`src/rtl/hkle_pkg.sv`:
```
`timescale 1ns / 1ps
// Shared types, constants and keyword tables for the HTTP keyword line extractor.
package hkle_pkg;

    localparam int CHUNK_BYTES = 1500;
    localparam int FIELD_MAX   = 1000;
    localparam int NKEY        = 3;

    localparam int POS_W   = $clog2(CHUNK_BYTES + 1);
    localparam int LEN_W   = $clog2(FIELD_MAX);
    localparam int START_W = 11;
    localparam int WIN_W   = 56;
    localparam int HIST_W  = 48;

    localparam logic [7:0] NEWLINE = 8'h0A;
    localparam logic [7:0] NUL     = 8'h00;

    typedef enum logic [1:0] {
        KIND_GET     = 2'd0,
        KIND_HOST    = 2'd1,
        KIND_REFERER = 2'd2
    } field_kind_t;

    localparam logic [WIN_W-1:0] KEY_PATTERN [NKEY] = '{
        56'h00000000474554, 56'h000000486F7374, 56'h52656665726572
    };
    localparam logic [WIN_W-1:0] KEY_MASK [NKEY] = '{
        56'h00000000FFFFFF, 56'h000000FFFFFFFF, 56'hFFFFFFFFFFFFFF
    };
    localparam logic [POS_W-1:0] KEY_LEN [NKEY] = '{
        POS_W'(3), POS_W'(4), POS_W'(7)
    };

    typedef struct packed {
        logic [7:0] data_byte;
        logic       chunk_end;
    } byte_item_t;

    typedef struct packed {
        logic [1:0]  field_kind;
        logic [10:0] field_start;
        logic [9:0]  field_length;
        logic        field_truncated;
        logic        last_field;
    } field_item_t;

    // one keyword's line as reported at chunk end
    typedef struct packed {
        logic [START_W-1:0] start;
        logic [LEN_W-1:0]   length;
        logic               truncated;
    } field_rec_t;

    typedef field_rec_t [NKEY-1:0] summary_t;

endpackage

```
`src/rtl/hkle_front.sv`:
```
`timescale 1ns / 1ps
// Byte tracker: window match, per-keyword span measurement, chunk summary at chunk end.
module hkle_front (
    input  logic                clk,
    input  logic                rst_n,
    input  logic                byte_valid,
    output logic                byte_ready,
    input  hkle_pkg::byte_item_t byte_item,
    input  logic                q_full,
    output logic                q_push,
    output hkle_pkg::summary_t  q_data
);
    import hkle_pkg::*;

    logic [HIST_W-1:0]  recent_reg, recent_next;
    logic [POS_W-1:0]   pos_reg, pos_next;
    logic               ended_reg, ended_next;
    logic [NKEY-1:0]    seen_reg, seen_next;
    logic [POS_W-1:0]   start_reg [NKEY];
    logic [POS_W-1:0]   start_next [NKEY];
    logic [NKEY-1:0]    open_reg, open_next;
    logic [LEN_W-1:0]   len_reg [NKEY];
    logic [LEN_W-1:0]   len_next [NKEY];
    logic [NKEY-1:0]    trunc_reg, trunc_next;
    logic               pend_valid_reg, pend_valid_next;
    logic               pend_nl_reg, pend_nl_next;
    logic [NKEY-1:0]    pend_match_reg, pend_match_next;

    logic accept;

    assign byte_ready = !q_full;
    assign accept     = byte_valid && byte_ready;
    assign q_push     = accept && byte_item.chunk_end && (&seen_reg);

    always_comb
    begin
        for (int k = 0; k < NKEY; k++)
        begin
            q_data[k].start     = open_reg[k] ? '0 : START_W'(start_reg[k]);
            q_data[k].length    = open_reg[k] ? '0 : len_reg[k];
            q_data[k].truncated = !open_reg[k] && trunc_reg[k];
        end
    end

    always_comb
    begin
        logic [WIN_W-1:0] win;
        logic [POS_W-1:0] span;
        recent_next     = recent_reg;
        pos_next        = pos_reg;
        ended_next      = ended_reg;
        seen_next       = seen_reg;
        start_next      = start_reg;
        open_next       = open_reg;
        len_next        = len_reg;
        trunc_next      = trunc_reg;
        pend_valid_next = pend_valid_reg;
        pend_nl_next    = pend_nl_reg;
        pend_match_next = pend_match_reg;
        win             = {recent_reg, byte_item.data_byte};
        span            = '0;
        if (accept)
        begin
            if (byte_item.chunk_end)
            begin
                recent_next     = '0;
                pos_next        = '0;
                ended_next      = 1'b0;
                seen_next       = '0;
                open_next       = '0;
                trunc_next      = '0;
                pend_valid_next = 1'b0;
                pend_nl_next    = 1'b0;
                pend_match_next = '0;
                for (int k = 0; k < NKEY; k++)
                begin
                    start_next[k] = '0;
                    len_next[k]   = '0;
                end
            end
            else if (!ended_reg && pos_reg < POS_W'(CHUNK_BYTES))
            begin
                if (byte_item.data_byte == NUL)
                begin
                    ended_next      = 1'b1;
                    pend_valid_next = 1'b0;
                end
                else
                begin
                    // previous byte is now known not to be the dropped last byte
                    if (pend_valid_reg)
                    begin
                        for (int k = 0; k < NKEY; k++)
                        begin
                            if (pend_nl_reg && open_reg[k])
                            begin
                                span = pos_reg - POS_W'(1) - start_reg[k];
                                if (span > POS_W'(FIELD_MAX - 1))
                                begin
                                    len_next[k]   = LEN_W'(FIELD_MAX - 1);
                                    trunc_next[k] = 1'b1;
                                end
                                else
                                begin
                                    len_next[k]   = LEN_W'(span);
                                    trunc_next[k] = 1'b0;
                                end
                                open_next[k] = 1'b0;
                            end
                        end
                        for (int k = 0; k < NKEY; k++)
                        begin
                            if (pend_match_reg[k])
                            begin
                                seen_next[k]  = 1'b1;
                                start_next[k] = pos_reg - KEY_LEN[k];
                                open_next[k]  = 1'b1;
                                len_next[k]   = '0;
                                trunc_next[k] = 1'b0;
                            end
                        end
                    end
                    for (int k = 0; k < NKEY; k++)
                    begin
                        pend_match_next[k] = (pos_reg >= KEY_LEN[k] - POS_W'(1)) &&
                                             ((win & KEY_MASK[k]) == KEY_PATTERN[k]);
                    end
                    pend_nl_next    = (byte_item.data_byte == NEWLINE);
                    pend_valid_next = 1'b1;
                    recent_next     = win[HIST_W-1:0];
                    pos_next        = pos_reg + POS_W'(1);
                end
            end
        end
    end

    always_ff @(posedge clk or negedge rst_n)
    begin
        if (!rst_n)
        begin
            recent_reg     <= '0;
            pos_reg        <= '0;
            ended_reg      <= 1'b0;
            seen_reg       <= '0;
            open_reg       <= '0;
            trunc_reg      <= '0;
            pend_valid_reg <= 1'b0;
            pend_nl_reg    <= 1'b0;
            pend_match_reg <= '0;
            for (int k = 0; k < NKEY; k++)
            begin
                start_reg[k] <= '0;
                len_reg[k]   <= '0;
            end
        end
        else
        begin
            recent_reg     <= recent_next;
            pos_reg        <= pos_next;
            ended_reg      <= ended_next;
            seen_reg       <= seen_next;
            open_reg       <= open_next;
            trunc_reg      <= trunc_next;
            pend_valid_reg <= pend_valid_next;
            pend_nl_reg    <= pend_nl_next;
            pend_match_reg <= pend_match_next;
            start_reg      <= start_next;
            len_reg        <= len_next;
        end
    end

endmodule

```
`src/rtl/hkle_queue.sv`:
```
`timescale 1ns / 1ps
// Two-entry show-ahead queue of chunk summaries between tracker and emitter.
module hkle_queue (
    input  logic               clk,
    input  logic               rst_n,
    input  logic               push,
    input  hkle_pkg::summary_t push_data,
    output logic               full,
    input  logic               pop,
    output logic               head_valid,
    output hkle_pkg::summary_t head_data
);
    import hkle_pkg::*;

    summary_t   mem [2];
    logic       wr_ptr_reg, wr_ptr_next;
    logic       rd_ptr_reg, rd_ptr_next;
    logic [1:0] count_reg, count_next;

    assign full       = (count_reg == 2'd2);
    assign head_valid = (count_reg != 2'd0);
    assign head_data  = mem[rd_ptr_reg];

    always_comb
    begin
        wr_ptr_next = push ? !wr_ptr_reg : wr_ptr_reg;
        rd_ptr_next = pop ? !rd_ptr_reg : rd_ptr_reg;
        count_next  = count_reg + {1'b0, push} - {1'b0, pop};
    end

    always_ff @(posedge clk)
    begin
        if (push)
        begin
            mem[wr_ptr_reg] <= push_data;
        end
    end

    always_ff @(posedge clk or negedge rst_n)
    begin
        if (!rst_n)
        begin
            wr_ptr_reg <= 1'b0;
            rd_ptr_reg <= 1'b0;
            count_reg  <= 2'd0;
        end
        else
        begin
            wr_ptr_reg <= wr_ptr_next;
            rd_ptr_reg <= rd_ptr_next;
            count_reg  <= count_next;
        end
    end

endmodule

```
`src/rtl/hkle_back.sv`:
```
`timescale 1ns / 1ps
// Emitter: turns each queued summary into three result items through an output register.
module hkle_back (
    input  logic                  clk,
    input  logic                  rst_n,
    input  logic                  head_valid,
    input  hkle_pkg::summary_t    head_data,
    output logic                  pop,
    output logic                  field_valid,
    input  logic                  field_ready,
    output hkle_pkg::field_item_t field_item
);
    import hkle_pkg::*;

    field_kind_t idx_reg, idx_next;
    logic        valid_reg, valid_next;
    field_item_t item_reg, item_next;
    logic        load;

    assign load        = head_valid && (!valid_reg || field_ready);
    assign pop         = load && (idx_reg == KIND_REFERER);
    assign field_valid = valid_reg;
    assign field_item  = item_reg;

    always_comb
    begin
        idx_next   = idx_reg;
        item_next  = item_reg;
        valid_next = valid_reg;
        if (load)
        begin
            item_next.field_kind      = idx_reg;
            item_next.field_start     = head_data[idx_reg].start;
            item_next.field_length    = head_data[idx_reg].length;
            item_next.field_truncated = head_data[idx_reg].truncated;
            item_next.last_field      = (idx_reg == KIND_REFERER);
            valid_next                = 1'b1;
            idx_next = (idx_reg == KIND_REFERER) ? KIND_GET : field_kind_t'(idx_reg + 2'd1);
        end
        else if (field_ready)
        begin
            valid_next = 1'b0;
        end
    end

    always_ff @(posedge clk)
    begin
        item_reg <= item_next;
    end

    always_ff @(posedge clk or negedge rst_n)
    begin
        if (!rst_n)
        begin
            idx_reg   <= KIND_GET;
            valid_reg <= 1'b0;
        end
        else
        begin
            idx_reg   <= idx_next;
            valid_reg <= valid_next;
        end
    end

endmodule

```
`src/rtl/http_keyword_line_extractor.sv`:
```
`timescale 1ns / 1ps
// Top level of the HTTP keyword line extractor: tracker, summary queue, emitter.
//
//   channel  direction  handshake                  payload
//   byte     in         byte_valid / byte_ready    byte_item  (data_byte, chunk_end)
//   field    out        field_valid / field_ready  field_item (kind, start, length, flags)
//
// One byte item is taken every cycle while byte_ready is high; the tracker updates its
// keyword state in that cycle. A chunk_end item with all three keywords seen queues a
// summary (two deep), which the emitter drains as three result items back to back
// while field_ready is high. byte_ready drops only while both queue entries are occupied.
// rst_n clears all tracking state and the queue at once; no clearing pass.
module http_keyword_line_extractor (
    input  logic                  clk,
    input  logic                  rst_n,
    input  logic                  byte_valid,
    output logic                  byte_ready,
    input  hkle_pkg::byte_item_t  byte_item,
    output logic                  field_valid,
    input  logic                  field_ready,
    output hkle_pkg::field_item_t field_item
);
    import hkle_pkg::*;

    logic     q_full;
    logic     q_push;
    logic     q_pop;
    logic     q_head_valid;
    summary_t q_push_data;
    summary_t q_head_data;

    hkle_front u_front (
        .clk        (clk),
        .rst_n      (rst_n),
        .byte_valid (byte_valid),
        .byte_ready (byte_ready),
        .byte_item  (byte_item),
        .q_full     (q_full),
        .q_push     (q_push),
        .q_data     (q_push_data)
    );

    hkle_queue u_queue (
        .clk        (clk),
        .rst_n      (rst_n),
        .push       (q_push),
        .push_data  (q_push_data),
        .full       (q_full),
        .pop        (q_pop),
        .head_valid (q_head_valid),
        .head_data  (q_head_data)
    );

    hkle_back u_back (
        .clk         (clk),
        .rst_n       (rst_n),
        .head_valid  (q_head_valid),
        .head_data   (q_head_data),
        .pop         (q_pop),
        .field_valid (field_valid),
        .field_ready (field_ready),
        .field_item  (field_item)
    );

endmodule

```
`config.mk`:
```
export PLATFORM = sky130hd
export DESIGN_NAME = http_keyword_line_extractor
export DESIGN_NICKNAME = d
export VERILOG_FILES = /design/src/rtl/hkle_pkg.sv /design/src/rtl/hkle_front.sv /design/src/rtl/hkle_queue.sv /design/src/rtl/hkle_back.sv /design/src/rtl/http_keyword_line_extractor.sv
export SDC_FILE = /design/constraint.sdc
export NUM_CORES = 1
export LEC_CHECK = 0
export ABC_CLOCK_PERIOD_IN_PS = 5800
export BUFFER_PORTS_ARGS = -buffer_cell sky130_fd_sc_hd__buf_4
export CORE_UTILIZATION = 40
export DETAILED_ROUTE_END_ITERATION = 6
export PLACE_DENSITY = 0.66
export SLEW_MARGIN = 20
export SYNTH_ARGS = -nofsm -noshare
export SYNTH_HDL_FRONTEND = slang
export SYNTH_SLANG_ARGS = --single-unit
export TNS_END_PERCENT = 50
```
`constraint.sdc`:
```
create_clock -name clk -period 5.8 [get_ports clk]
set_input_delay 0.87 -clock clk [delete_from_list [all_inputs] [get_ports clk]]
set_output_delay 0.87 -clock clk [all_outputs]
set_load 0.005 [all_outputs]
```
==> flow_summary.yaml <==
run_status:
  status: "complete, no violations"
clock_network:
  htreeDepth: 1
  post-cts-setup-buffers: 0
  cts_tree: "built"
  cts_resized: 0
  clkTransAtPathRegs_ps: 60
  clk_latency_ps: 570
  hold_buffers: 0
  cts.path.max_buffers: 3
  cts_buffers: 31
  clock-sinks: 301
  cts_root_buffer: "clkbuf_16"
timing:
  fin_tns_setup_ps: 0
  fin_crit_sh_pct: 64.8
  setup_viol: 0
  fmax_mhz: 266
  rsz0062_at_grt: "no"
  min_period_ps: 3760
  final_hold_viol_count: 0
  slew_viol_final: 0
  clock_skew_ps: 11.1
  worstMarginPinSlew_ps: 1070
  slew_headroom_pct: 27.9
pwr:
  p_per_area_nw_per_um2: 494
  peakVddDrop_mv: 0.320
  power_leakage_nw: 6.60
cells_and_area:
  fillers: 3278
  multi_input_area_um2: 5690
  drive_gt1_share_pct: 10.3
  nets: 1332
  fin_area_um2: 16200
  register_area_um2: 8320
  area_delta_synth_final_pct: 12.0
  largest_reg_flops: 132
  antenna_cells: 0
placed_design:
  place_hpwl_mm: 23.4
  io_buffers: 39
  placed_cell_area_um2: 15200
  gp_congestion: 0.883
grt:
  grt_max_degree: 96
  grt_usage_pct: 18.0
  grt_pass1_vias: 9297
  grt_pass1_wl_mm: 51.8
  grt-ovfl-total: 0
  antenna_found_initial: 0
floorplanning:
  dieHeight_um: 192
  num_io_pins: 40
  die_area_um2: 37000
  core_area_um2: 35600
  dieWidth_um: 192
  start_util_pct: 40.7
  core.rowCount: 69
logic_synthesis:
  synth_top_family_by_area: "compound AO/OA/AOI/OAI gates"
  synthAdderAreaFrac_pct: 3.70
  ys_ff_latch: 301
  synth_nets: 1311
  yosys-top-cells-area: "edfxtp_1, dfrtp_1, ha_1"
  synth_compound_area_share_pct: 14.2
  synth_area_leader_cell: "edfxtp_1"
  async_flop_share_pct: 47.8
  yosys-mux-area-fraction_pct: 3.28
  dominantRegCellSynth: "edfxtp_1"
  synth_area_um2: 14500
  synthCells: 1257
  ys.warnings.count: 0
  synth.top_cell.area_share_pct: 32.6
  syn-mean-instance-area_um2: 11.5
  synth_seq_area_share_pct: 57.5
  synth_cell_types: 83
  yosys.area_share.simple_pct: 13.5
  synth-edff-count: 157
  synth_xor_area_share_pct: 4.37
worst_setup_path:
  path_max_fanout: 10
  path_class: "reg2reg"
  cp-start-kind: "register"
  cp.arrival_ps: 4210
  slowest_stage: "dfrtp_1"
  cp.required_ps: 6250
  r2r_slack_ps: 2040
  slowest_delay_ps: 600
  crit_start: "u_front.pos_reg[0]"
  r2r_start: "u_front.pos_reg[0]"
  path_cells: "inv_1 > ha_1 > xor2_1 > ha_1 > a211oi_1 > o21ai_0 > a31oi_1 > xnor2_1 > nor3b_1 > a41oi_2 > a32o_1"
  endpoint_kind: "register"
  reg2reg_to: "u_front.len_reg[3]"
  crit_top_cell: "ha_1"
  r2r_cells: 11
job:
  maxCapViolCount: 0
drt:
  drcViolationCount: 0
  routedWlPerCell_um: 18.5
  drtPass1Iterations: 5
  vias: 9523
  avgViaCountPerCell: 5.40
  ant_nets: 0
  drt_wl_total_mm: 32.6
  drt_first_iter_violations: 667
worst_hold_path:
  hold_class: "in2async"
[per-stage QoR]
step | utilization, % | hold WS [ps] | setup slack, ps | power (mW) | instances
2_1_floorplan | - | 430 | 524 | 5.11 | 1257
3_3_place_gp | 42.6 | 448 | 1930 | 5.96 | 1706
3_5_place_dp | 42.6 | 449 | 1870 | 6.00 | 1706
4_1_cts | 45.6 | 403 | 2060 | 8.05 | 1764
5_1_grt | 45.6 | 423 | 1730 | 8.50 | 1764
6_report | 45.6 | 344 | 2040 | 8.01 | 1764
[final cells by class]
| cell class | instances | share of cell area [%] |
|---|---|---|
| timing repair buffer | 51 | 2.39 |
| multi-input combinational | 845 | 35.1 |
| inverter | 48 | 1.11 |
| clock inverter | 16 | 1.06 |
| tap | 461 | 3.56 |
| sequential | 301 | 51.3 |
| clock buffer | 42 | 5.47 |
[routing by layer]
metal | GRT usage, % | vias to the layer above | part of all wire [%]
met4 | 4.45 | 0 | 2.1
met5 | 0 | - | 0
met2 | 29.1 | 213 | 46
met1 | 25.8 | 4676 | 47
met3 | 2.12 | 43 | 4.3
li1 | - | 4591 | -
[critical path: cells and delay by family, from the launching register on]
family | cells | cell delay [ps]
AO/OA/AOI/OAI | 5 | 1240
adder cells (fa/ha/maj) | 2 | 700
flip-flops | 1 | 600
XOR/XNOR | 2 | 590
AND/OR/NAND/NOR | 1 | 340
buffers and inverters | 1 | 170
[cell usage after synthesis, types with 3 or more instances]
cell / n
a211oi_1: 28
a21o_1: 11
a21oi_1: 77
a22o_1: 49
a311oi_1: 5
a31oi_1: 3
a32o_1: 7
and2_1: 4
and3_1: 5
buf_1: 8
buf_2: 16
buf_4: 6
buf_6: 5
clkbuf_1: 27
dfrtp_1: 144
edfxtp_1: 157
fa_1: 3
ha_1: 38
inv_1: 48
mux2_2: 3
mux2i_1: 44
nand2_1: 119
nand2b_1: 6
nand3_1: 12
nand3b_1: 3
nand4_1: 9
nand4b_1: 5
nor2_1: 117
nor2b_1: 50
nor3_1: 20
nor3b_1: 5
nor4_1: 8
nor4b_1: 6
nor4bb_1: 3
o21a_1: 10
o21ai_0: 54
o21ai_1: 19
o31ai_1: 3
or3_1: 4
xnor2_1: 37
xor2_1: 24
[layout by cell type (no fill, tap or decap), drive strengths merged, types with 7 or more instances in the layout]
master  synthesis  layout
inv            48      49
o21a           10      10
dfrtp         144     144
nor2          118     118
xnor2          38      38
a21o           11      11
ha             38      38
nand2         120     120
clkinv          0      10
clkbuf         28      42
a22o           49      49
nor4           10      10
a32o            7       7
buf            35      51
nand3          12      12
nor3           21      21
nor2b          50      50
mux2i          44      44
o21ai          76      76
a211oi         30      30
a21oi          78      78
xor2           27      27
edfxtp        157     157
nand4          10      10
[worst max-delay path by stage]
stage                                to  slack (ps)  cells past startpoint
finish               u_front.len_reg[3]        2040                     11
global route         u_front.len_reg[3]        1730                     11
CTS                 u_front.len_reg[13]        2060                     12
detailed placement   u_queue.mem[0][19]        1870                      6
global placement     u_queue.mem[0][19]        1930                      6
floorplan             u_queue.mem[0][0]         520                      5
[cells by family after synthesis]
family                   after synthesis
AND/OR/NAND/NOR                      393
flip-flops                           301
AO/OA/AOI/OAI                        299
buffers and inverters                111
XOR/XNOR                              65
multiplexers                          47
adder cells (fa/ha/maj)               41
[power by group]
group          switching, mW  leakage, nW  total, mW  internal [mW]
registers              0.197         3.48       2.67           2.48
clock network          0.830        0.522       2.03           1.20
logic                   1.99         2.60       3.30           1.30
(Power assumes the default switching activity.)
